--- src/hw/rtl/mrs_pkg.sv ---
`timescale 1ns / 1ps
// Package for the Modbus RTU register slave.
// Types, function codes, exception codes and CRC helper; no dependencies.
package mrs_pkg;

    localparam int HOLDING_COUNT_DEF = 7;
    localparam int INPUT_COUNT_DEF   = 8;
    localparam int FRAME_BYTES_DEF   = 256;
    localparam int IDX_W             = 5;

    localparam logic [15:0] CRC_INIT        = 16'hFFFF;
    localparam logic [15:0] CRC_POLY        = 16'hA001;
    localparam logic [7:0]  EXC_FLAG        = 8'h80;
    localparam logic [15:0] MAX_WRITE_COUNT = 16'd123;

    localparam logic [7:0] FN_RD_HOLD  = 8'h03;
    localparam logic [7:0] FN_RD_INPUT = 8'h04;
    localparam logic [7:0] FN_WR_ONE   = 8'h06;
    localparam logic [7:0] FN_WR_MULTI = 8'h10;

    localparam logic [7:0] EXC_BAD_FUNCTION = 8'h01;
    localparam logic [7:0] EXC_BAD_ADDRESS  = 8'h02;

    typedef enum logic [2:0] {
        ST_IDLE,
        ST_CHECK,
        ST_WR_HI,
        ST_WR_LO,
        ST_WR_ST,
        ST_EMIT
    } state_t;

    typedef struct packed {
        logic accept_en;
        logic serve_init;
        logic single_wr;
        logic wr_hi;
        logic wr_lo;
        logic wr_st;
        logic emit_load;
    } cmd_t;

    typedef struct packed {
        logic frame_done;
        logic drop;
        logic single_ok;
        logic multi_ok;
        logic wr_last;
        logic out_free;
        logic emit_last;
    } stat_t;

    function automatic logic [15:0] holding_rst(input int i);
        logic [15:0] v;
        case (i)
            0:       v = 16'd1;
            1:       v = 16'd50;
            2:       v = 16'd50;
            3:       v = 16'd21000;
            4:       v = 16'd1000;
            5:       v = 16'd8;
            6:       v = 16'd8;
            default: v = 16'd0;
        endcase
        return v;
    endfunction

    function automatic logic [15:0] crc_byte(input logic [15:0] c, input logic [7:0] b);
        logic [15:0] x;
        x = c ^ {8'h00, b};
        for (int i = 0; i < 8; i++) begin
            x = x[0] ? ((x >> 1) ^ CRC_POLY) : (x >> 1);
        end
        return x;
    endfunction

endpackage

--- src/hw/rtl/mrs_ram.sv ---
`timescale 1ns / 1ps
// Generic simple dual-port RAM, one write port, one registered read port.
// No dependencies.
module mrs_ram #(
    parameter int WIDTH = 8,
    parameter int DEPTH = 256
) (
    input  logic                     aclk,
    input  logic                     we,
    input  logic [$clog2(DEPTH)-1:0] waddr,
    input  logic [WIDTH-1:0]         wdata,
    input  logic [$clog2(DEPTH)-1:0] raddr,
    output logic [WIDTH-1:0]         rdata
);
    logic [WIDTH-1:0] mem [DEPTH];

    always_ff @(posedge aclk) begin
        if (we) begin
            mem[waddr] <= wdata;
        end
        rdata <= mem[raddr];
    end
endmodule

--- src/hw/rtl/mrs_ctrl.sv ---
`timescale 1ns / 1ps
// Controller state machine of the Modbus RTU register slave.
// Depends on mrs_pkg.
module mrs_ctrl (
    input  logic            aclk,
    input  logic            aresetn,
    input  mrs_pkg::stat_t  stat,
    output mrs_pkg::cmd_t   cmd,
    output mrs_pkg::state_t state
);
    import mrs_pkg::*;

    state_t state_reg, state_next;

    always_ff @(posedge aclk) begin
        if (!aresetn) begin
            state_reg <= ST_IDLE;
        end else begin
            state_reg <= state_next;
        end
    end

    always_comb begin
        state_next = state_reg;
        case (state_reg)
            ST_IDLE: begin
                if (stat.frame_done) state_next = ST_CHECK;
            end
            ST_CHECK: begin
                if (stat.drop) state_next = ST_IDLE;
                else if (stat.multi_ok) state_next = ST_WR_HI;
                else state_next = ST_EMIT;
            end
            ST_WR_HI: state_next = ST_WR_LO;
            ST_WR_LO: state_next = ST_WR_ST;
            ST_WR_ST: begin
                state_next = stat.wr_last ? ST_EMIT : ST_WR_HI;
            end
            ST_EMIT: begin
                if (stat.out_free && stat.emit_last) state_next = ST_IDLE;
            end
            default: state_next = ST_IDLE;
        endcase
    end

    always_comb begin
        cmd = '0;
        case (state_reg)
            ST_IDLE: cmd.accept_en = 1'b1;
            ST_CHECK: begin
                cmd.serve_init = 1'b1;
                cmd.single_wr  = ~stat.drop & stat.single_ok;
            end
            ST_WR_HI: cmd.wr_hi = 1'b1;
            ST_WR_LO: cmd.wr_lo = 1'b1;
            ST_WR_ST: cmd.wr_st = 1'b1;
            ST_EMIT:  cmd.emit_load = stat.out_free;
            default:  cmd = '0;
        endcase
    end

    assign state = state_reg;
endmodule

--- src/hw/rtl/mrs_dp.sv ---
`timescale 1ns / 1ps
// Datapath of the Modbus RTU register slave: frame store, register files,
// request decode, reply byte generation with CRC. Depends on mrs_pkg, mrs_ram.
module mrs_dp #(
    parameter int HOLDING_COUNT = mrs_pkg::HOLDING_COUNT_DEF,
    parameter int INPUT_COUNT   = mrs_pkg::INPUT_COUNT_DEF,
    parameter int FRAME_BYTES   = mrs_pkg::FRAME_BYTES_DEF
) (
    input  logic                      aclk,
    input  logic                      aresetn,
    input  logic                      cfg_wr_en,
    input  logic [7:0]                cfg_wr_data,
    input  logic                      s_valid,
    input  logic                      s_op,
    input  logic [7:0]                s_rx_byte,
    input  logic [4:0]                s_reg_index,
    input  logic [15:0]               s_reg_value,
    input  logic                      m_ready,
    output logic                      m_valid,
    output logic [7:0]                m_tx_byte,
    output logic                      m_last_byte,
    input  mrs_pkg::cmd_t             cmd,
    output mrs_pkg::stat_t            stat
);
    import mrs_pkg::*;

    localparam int AW  = $clog2(FRAME_BYTES);
    localparam int LW  = $clog2(FRAME_BYTES + 1);
    localparam int HIW = (HOLDING_COUNT > 1) ? $clog2(HOLDING_COUNT) : 1;
    localparam int IIW = (INPUT_COUNT > 1) ? $clog2(INPUT_COUNT) : 1;

    logic [7:0]    addr_reg;
    logic [LW-1:0] len_reg;
    logic [LW-1:0] len_inc;
    logic [7:0]    hdr_reg [7];
    logic [15:0]   hold_reg [HOLDING_COUNT];
    logic [15:0]   inp_reg [INPUT_COUNT];

    logic byte_acc, upd_acc, done;
    logic [9:0] exp_len;

    assign byte_acc = s_valid & cmd.accept_en & ~s_op;
    assign upd_acc  = s_valid & cmd.accept_en & s_op;
    assign len_inc  = len_reg + 1'b1;
    assign exp_len  = (hdr_reg[1] == FN_WR_MULTI) ? (10'd9 + {2'b00, hdr_reg[6]}) : 10'd8;
    assign done     = byte_acc && (10'(len_inc) >= 10'd8) && (10'(len_inc) == exp_len);

    // frame store
    logic          wr_lo_sel;
    logic [AW-1:0] ram_raddr;
    logic [7:0]    ram_q;
    logic [IDX_W-1:0] wi_reg;

    assign ram_raddr = AW'(cmd.wr_lo ? (9'd8 + {3'b000, wi_reg, 1'b0})
                                     : (9'd7 + {3'b000, wi_reg, 1'b0}));
    assign wr_lo_sel = cmd.wr_lo;

    mrs_ram #(.WIDTH(8), .DEPTH(FRAME_BYTES)) u_store (
        .aclk  (aclk),
        .we    (byte_acc),
        .waddr (AW'(len_reg)),
        .wdata (s_rx_byte),
        .raddr (ram_raddr),
        .rdata (ram_q)
    );

    // request decode
    logic [15:0] start, cnt;
    logic [16:0] sum;
    logic        exc, echo, rd_hold;
    logic [7:0]  exc_code;
    logic [6:0]  body_len;

    assign start = {hdr_reg[2], hdr_reg[3]};
    assign cnt   = {hdr_reg[4], hdr_reg[5]};
    assign sum   = {1'b0, start} + {1'b0, cnt};

    always_comb begin
        exc      = 1'b0;
        exc_code = EXC_BAD_ADDRESS;
        echo     = 1'b0;
        rd_hold  = 1'b0;
        case (hdr_reg[1])
            FN_RD_HOLD: begin
                rd_hold = 1'b1;
                exc     = sum > 17'(HOLDING_COUNT);
            end
            FN_RD_INPUT: exc = sum > 17'(INPUT_COUNT);
            FN_WR_ONE: begin
                echo = 1'b1;
                exc  = start >= 16'(HOLDING_COUNT);
            end
            FN_WR_MULTI: begin
                echo = 1'b1;
                exc  = (cnt == 16'd0) || (cnt > MAX_WRITE_COUNT)
                    || ({9'd0, hdr_reg[6]} != {cnt, 1'b0})
                    || (sum > 17'(HOLDING_COUNT));
            end
            default: begin
                exc      = 1'b1;
                exc_code = EXC_BAD_FUNCTION;
            end
        endcase
    end

    assign body_len = exc ? 7'd3 : (echo ? 7'd6 : (7'd3 + {cnt[5:0], 1'b0}));

    // reply generation
    logic [6:0]       k_reg;
    logic [15:0]      crc_reg;
    logic [IDX_W-1:0] ptr_reg;
    logic             lo_reg;
    logic [7:0]       hi_reg;
    logic [15:0]      file_val;
    logic [7:0]       tx_b;
    logic             tx_last, is_body, is_data;
    logic [IDX_W-1:0] hidx;

    assign file_val = rd_hold
        ? ((32'(ptr_reg) < HOLDING_COUNT) ? hold_reg[HIW'(ptr_reg)] : 16'd0)
        : ((32'(ptr_reg) < INPUT_COUNT) ? inp_reg[IIW'(ptr_reg)] : 16'd0);

    always_comb begin
        tx_b    = 8'd0;
        tx_last = 1'b0;
        is_body = 1'b0;
        is_data = 1'b0;
        if (k_reg == body_len) begin
            tx_b = crc_reg[7:0];
        end else if (k_reg == body_len + 7'd1) begin
            tx_b    = crc_reg[15:8];
            tx_last = 1'b1;
        end else begin
            is_body = 1'b1;
            if (k_reg == 7'd0) tx_b = hdr_reg[0];
            else if (k_reg == 7'd1) tx_b = exc ? (hdr_reg[1] | EXC_FLAG) : hdr_reg[1];
            else if (exc) tx_b = exc_code;
            else if (echo) tx_b = hdr_reg[k_reg[2:0]];
            else if (k_reg == 7'd2) tx_b = {cnt[6:0], 1'b0};
            else begin
                is_data = 1'b1;
                tx_b    = lo_reg ? file_val[7:0] : file_val[15:8];
            end
        end
    end

    assign hidx = start[IDX_W-1:0] + wi_reg;

    always_ff @(posedge aclk) begin
        if (!aresetn) begin
            addr_reg <= 8'd1;
            len_reg  <= '0;
            m_valid  <= 1'b0;
            for (int i = 0; i < HOLDING_COUNT; i++) hold_reg[i] <= holding_rst(i);
            for (int i = 0; i < INPUT_COUNT; i++) inp_reg[i] <= 16'd0;
        end else begin
            if (cfg_wr_en) addr_reg <= cfg_wr_data;
            if (byte_acc) begin
                len_reg <= (done || len_inc == LW'(FRAME_BYTES)) ? '0 : len_inc;
                if (len_reg < LW'(7)) hdr_reg[len_reg[2:0]] <= s_rx_byte;
            end
            if (upd_acc && 32'(s_reg_index) < INPUT_COUNT) begin
                inp_reg[IIW'(s_reg_index)] <= s_reg_value;
            end
            if (cmd.single_wr) hold_reg[HIW'(start)] <= cnt;
            if (cmd.wr_st && 32'(hidx) < HOLDING_COUNT) hold_reg[HIW'(hidx)] <= {hi_reg, ram_q};
            if (cmd.emit_load) m_valid <= 1'b1;
            else if (m_ready) m_valid <= 1'b0;
        end
    end

    always_ff @(posedge aclk) begin
        if (cmd.serve_init) begin
            k_reg   <= '0;
            crc_reg <= CRC_INIT;
            ptr_reg <= start[IDX_W-1:0];
            lo_reg  <= 1'b0;
            wi_reg  <= '0;
        end
        if (wr_lo_sel) hi_reg <= ram_q;
        if (cmd.wr_st) wi_reg <= wi_reg + 1'b1;
        if (cmd.emit_load) begin
            m_tx_byte   <= tx_b;
            m_last_byte <= tx_last;
            k_reg       <= k_reg + 7'd1;
            if (is_body) crc_reg <= crc_byte(crc_reg, tx_b);
            if (is_data) begin
                lo_reg <= ~lo_reg;
                if (lo_reg) ptr_reg <= ptr_reg + 1'b1;
            end
        end
    end

    always_comb begin
        stat            = '0;
        stat.frame_done = done;
        stat.drop       = hdr_reg[0] != addr_reg;
        stat.single_ok  = (hdr_reg[1] == FN_WR_ONE) && !exc;
        stat.multi_ok   = (hdr_reg[1] == FN_WR_MULTI) && !exc;
        stat.wr_last    = (16'(wi_reg) + 16'd1) == cnt;
        stat.out_free   = ~m_valid | m_ready;
        stat.emit_last  = k_reg == body_len + 7'd1;
    end
endmodule

--- src/hw/rtl/modbus_rtu_register_slave.sv ---
`timescale 1ns / 1ps
// Modbus RTU register slave, top level.
// Depends on mrs_pkg, mrs_ctrl, mrs_dp, mrs_ram.
//
// Input channel (s_valid/s_ready): op 0 carries one received frame byte,
// op 1 updates one input register (index at or past the count is ignored).
// A frame completes at 8 bytes, or 9 plus its byte count for function 0x10.
// Result channel (m_valid/m_ready): reply bytes, CRC low byte first,
// m_last_byte marks the final CRC byte. Frames for other stations get no reply.
// Bytes and updates that do not complete a frame leave s_ready high.
// A completed frame passes the decode state, then WR_HI, WR_LO and WR_ST
// per register for a 0x10 write (frame store read port), then the reply bytes
// through the output register; s_ready stays low until the last reply byte
// is loaded. A stalled receiver holds the output register and the sequencer.
// Reset: station address 1, holding registers 1,50,50,21000,1000,8,8,
// input registers zero, frame assembly empty, no clearing pass. The user writes
// the station address (cfg_wr_en/cfg_wr_data) only while idle; unenforced.
module modbus_rtu_register_slave #(
    parameter int HOLDING_COUNT = mrs_pkg::HOLDING_COUNT_DEF,
    parameter int INPUT_COUNT   = mrs_pkg::INPUT_COUNT_DEF,
    parameter int FRAME_BYTES   = mrs_pkg::FRAME_BYTES_DEF
) (
    input  logic        aclk,
    input  logic        aresetn,
    input  logic        cfg_wr_en,
    input  logic [7:0]  cfg_wr_data,
    input  logic        s_valid,
    output logic        s_ready,
    input  logic        s_op,
    input  logic [7:0]  s_rx_byte,
    input  logic [4:0]  s_reg_index,
    input  logic [15:0] s_reg_value,
    output logic        m_valid,
    input  logic        m_ready,
    output logic [7:0]  m_tx_byte,
    output logic        m_last_byte
);
    import mrs_pkg::*;

    cmd_t   cmd;
    stat_t  stat;
    state_t state;

    mrs_ctrl u_ctrl (
        .aclk    (aclk),
        .aresetn (aresetn),
        .stat    (stat),
        .cmd     (cmd),
        .state   (state)
    );

    mrs_dp #(
        .HOLDING_COUNT (HOLDING_COUNT),
        .INPUT_COUNT   (INPUT_COUNT),
        .FRAME_BYTES   (FRAME_BYTES)
    ) u_dp (
        .aclk        (aclk),
        .aresetn     (aresetn),
        .cfg_wr_en   (cfg_wr_en),
        .cfg_wr_data (cfg_wr_data),
        .s_valid     (s_valid),
        .s_op        (s_op),
        .s_rx_byte   (s_rx_byte),
        .s_reg_index (s_reg_index),
        .s_reg_value (s_reg_value),
        .m_ready     (m_ready),
        .m_valid     (m_valid),
        .m_tx_byte   (m_tx_byte),
        .m_last_byte (m_last_byte),
        .cmd         (cmd),
        .stat        (stat)
    );

    assign s_ready = cmd.accept_en;

    a_frame_to_check: assert property (@(posedge aclk) disable iff (!aresetn)
        (s_valid && s_ready && stat.frame_done) |=> (state == ST_CHECK))
        else $error("completed frame did not start decode");

    a_last_loaded: assert property (@(posedge aclk) disable iff (!aresetn)
        (state == ST_EMIT && stat.out_free && stat.emit_last) |=>
        (m_valid && m_last_byte && state == ST_IDLE))
        else $error("final reply byte not presented");

    a_no_accept_busy: assert property (@(posedge aclk) disable iff (!aresetn)
        (state == ST_WR_HI || state == ST_WR_LO || state == ST_WR_ST) |-> !cmd.emit_load)
        else $error("reply byte loaded during register write loop");
endmodule

--- config.mk ---
export PLATFORM = sky130hd
export DESIGN_NAME = modbus_rtu_register_slave
export DESIGN_NICKNAME = d
export VERILOG_FILES = /design/src/hw/rtl/mrs_pkg.sv /design/src/hw/rtl/mrs_ram.sv /design/src/hw/rtl/mrs_ctrl.sv /design/src/hw/rtl/mrs_dp.sv /design/src/hw/rtl/modbus_rtu_register_slave.sv
export SDC_FILE = /design/constraint.sdc
export NUM_CORES = 2
export LEC_CHECK = 0
export BUFFER_PORTS_ARGS = -buffer_cell sky130_fd_sc_hd__buf_2
export CAP_MARGIN = 15
export CORE_AREA = 2 2 452 454
export DETAILED_ROUTE_END_ITERATION = 10
export DIE_AREA = 0 0 454 456
export GPL_TIMING_DRIVEN = 0
export HOLD_SLACK_MARGIN = 0.03
export PLACE_DENSITY_LB_ADDON = 0.08
export SKIP_CTS_REPAIR_TIMING = 1
export SLEW_MARGIN = 30
export SYNTH_ARGS = -nofsm -noshare
export SYNTH_HDL_FRONTEND = slang
export SYNTH_SLANG_ARGS = --single-unit
--- constraint.sdc ---
create_clock -name aclk -period 6.2 [get_ports aclk]
set_input_delay 0.31 -clock aclk [delete_from_list [all_inputs] [get_ports aclk]]
set_output_delay 0.31 -clock aclk [all_outputs]
set_load 0.03 [all_outputs]
==> metrics <==
status=complete, no violations; DR vias=around 33000; dpl hpwl=126000 um; complex-gate fraction of the synthesized area=4.18%; total of max-cap violations=0; floorplan core area=0.202 sq mm; Setup Viol. Count Final=0; final instance area=0.0712 sq mm; clk buf depth=3; number of synthesized flops with an enable pin=roughly 1400; WHS=0.0917 ns; placed instance count=around 6200; number of top-level pins=54; Leak=roughly 23 nW; multiplexer share of the synthesized area=about 16%; sequential fraction of the synthesis area=69.6%; final core area utilization=a little over a third; CTS Buf Count=164; worst min path class=input port to flop; largest net degree at the start of global routing=97; detailed-route wire length=between 150000 and 200000 um; number of global-route vias before repair=about 34000; Routed Antenna Nets=0; grt ovf=0; count of pins over their slew limit=0; Global Route Usage Sum=18.1%; async set-or-reset flop fraction in the synthesized netlist=0%; Critical Path Fanout Max=8; H-tree depth=4; Slew headroom=33.4%; max reg flops=1024; Root Buffer=clkbuf_16; hold path cells=3; synth warn=0; worst clock skew=0.0375 ns; clk slew on worst S/H paths=approximately 0.06 ns; actual slew at the worst max-slew pin=0.999 ns; synth unique cells=96; register area=0.0421 sq mm; synthesized area=a little over 0.06 sq mm; RSZ-0062 raised after global routing=true; element type at the critical path end=flop; Initial DRC Count=approximately 2400; slowest CP cell=edfxtp_1; share of post-route cells with drive strength above 1=23.1%; crit-path max cell delay=between 0.5 and 0.6 ns; Adder-Cell Fraction of Synth Area=0.832%; Remaining DRCs=0; Worst Path Required=between 6 and 7 ns; Final Cycle Share=97.6%; Die Height=456 um; fin crit period=just over 6 ns; flop and latch count out of synthesis=1425; CP Depth=26; CTS tree=done; crit path launch type=flop; Worst R2R Path Depth=26; filler instances=19000; initial antenna violation count=7; Peak VDD IR=243 uV; Clock Sinks=roughly 1400; Clock Latency Late Sink=just over 0.8 ns; predominant post-synthesis flop cell=edfxtp_1; Worst EP arrival=6.76 ns; post-DR wirelength/cell=28.6 um; row count=165; via-per-instance ratio=4.98; Synth Area in Simple Gates=roughly 6.6%; area of the die=0.207 sq mm; first-pass GRT wire length=around 270000 um; area occupied by multi-input gates=about 0.018 sq mm; Crit path max-delay family=compound AO/OA/AOI/OAI gates; CP bufs+invs=3; worst setup path class=flop to flop; final cell count without fillers=6599; syn avg cell area=17.5 sq um; PD cells=405 mW/mm^2; Final Hold Viols=0; TritonRoute pass-1 iters=7; fin nets=3870; Initial Util=between 20 and 30%; gpl congestion=between 0.8 and 0.9; Post-Synth XOR/XNOR Area=1.37%; Synth-to-Final Area Change=17.8%; max frequency=0.165 GHz; port bufs=51; main combinational cell family by area after synthesis=multiplexers; Mapped Cells=3453; Die W=454 um; dpl cell area=0.0652 sq mm
## metrics by stage
step | TNS, ns | power, mW | setup slack (ns)
3_5_place_dp | -66.05 | 19.6 | -1.38
3_3_place_gp | -73.62 | 19.5 | -1.40
4_1_cts | -68.47 | 29.2 | -1.41
5_1_grt | -0.154 | 30.0 | -0.132
6_report | 0 | 28.9 | 0.151
2_1_floorplan | 0 | 16.2 | 0.629
## power by group
part	total, mW	switching [mW]	internal (mW)
Combinational	8.30	4.83	3.47
Clock	9.57	4.07	5.51
Sequential	11.0	0.196	10.8
## path summary, 6_finish.rpt
check,from,to,slack (ns)
hold / removal,s_reg_index[1],u_dp.inp_reg[0][2],0.09
setup / recovery,u_dp.hdr_reg[3][0],u_dp.crc_reg[0],0.15
hold reg to reg,u_dp.u_store.rdata[4],u_dp.hi_reg[4],0.45
setup reg to reg,u_dp.hdr_reg[3][0],u_dp.crc_reg[0],0.15
## layer usage
layer	GRT usage (%)	share of wire, %	vias to the layer above
met2	30.0	49	634
met5	0	0.011	-
met1	25.0	45	17500
met4	4.63	2.4	4
met3	2.52	3.3	227
li1	-	-	14500
## cells in the mapped netlist (38+ instances only)
cell type / instances / share of area, %
a21oi_1: 85 / 0.70
nand3_1: 59 / 0.49
nand2_1: 146 / 0.91
edfxtp_1: 1355 / 67
dfxtp_1: 70 / 2.3
xnor2_1: 43 / 0.62
mux2i_1: 63 / 1.0
and2_1: 136 / 1.4
xor2_1: 41 / 0.59
clkbuf_1: 140 / 0.87
nor3_1: 38 / 0.31
inv_1: 50 / 0.31
o21ai_0: 76 / 0.63
mux4_2: 388 / 14
nor2_1: 284 / 1.8
## cells in the final DEF, fill, tap and decap left out, drive strengths merged, types with 42 or more instances in the layout
cell type / count
xnor2: 44
clkbuf: 364
edfxtp: 1355
buf: 156
o21ai: 79
a21oi: 86
nor2: 286
mux2i: 63
nand3: 59
clkinv: 68
xor2: 42
inv: 62
and2: 137
mux4: 388
dfxtp: 70
nand2: 147
## area by class of cell
cell class / count / area share [%]
plain buffers: 197 / 1.19
clock inverters: 91 / 1.20
well taps: 2672 / 4.69
clock buffers: 209 / 6.15
flip-flops and latches: 1425 / 59.1
repair buffers: 148 / 2.22
diodes: 5 / 0.0176
inverters: 53 / 0.283
multi-input cells: 1799 / 25.1
## worst min-delay path, stage by stage
cell and delay (ns):
buf_2 0.14, nor3_2 0.11, and2_1 0.17
## kinds of logic after synthesis
kind of cell,count (synthesis)
buffers and inverters,250
flip-flops,1425
AND/OR/NAND/NOR,811
AO/OA/AOI/OAI,370
adder cells (fa/ha/maj),39
multiplexers,469
other,1
XOR/XNOR,88
(Power assumes the default switching activity.)
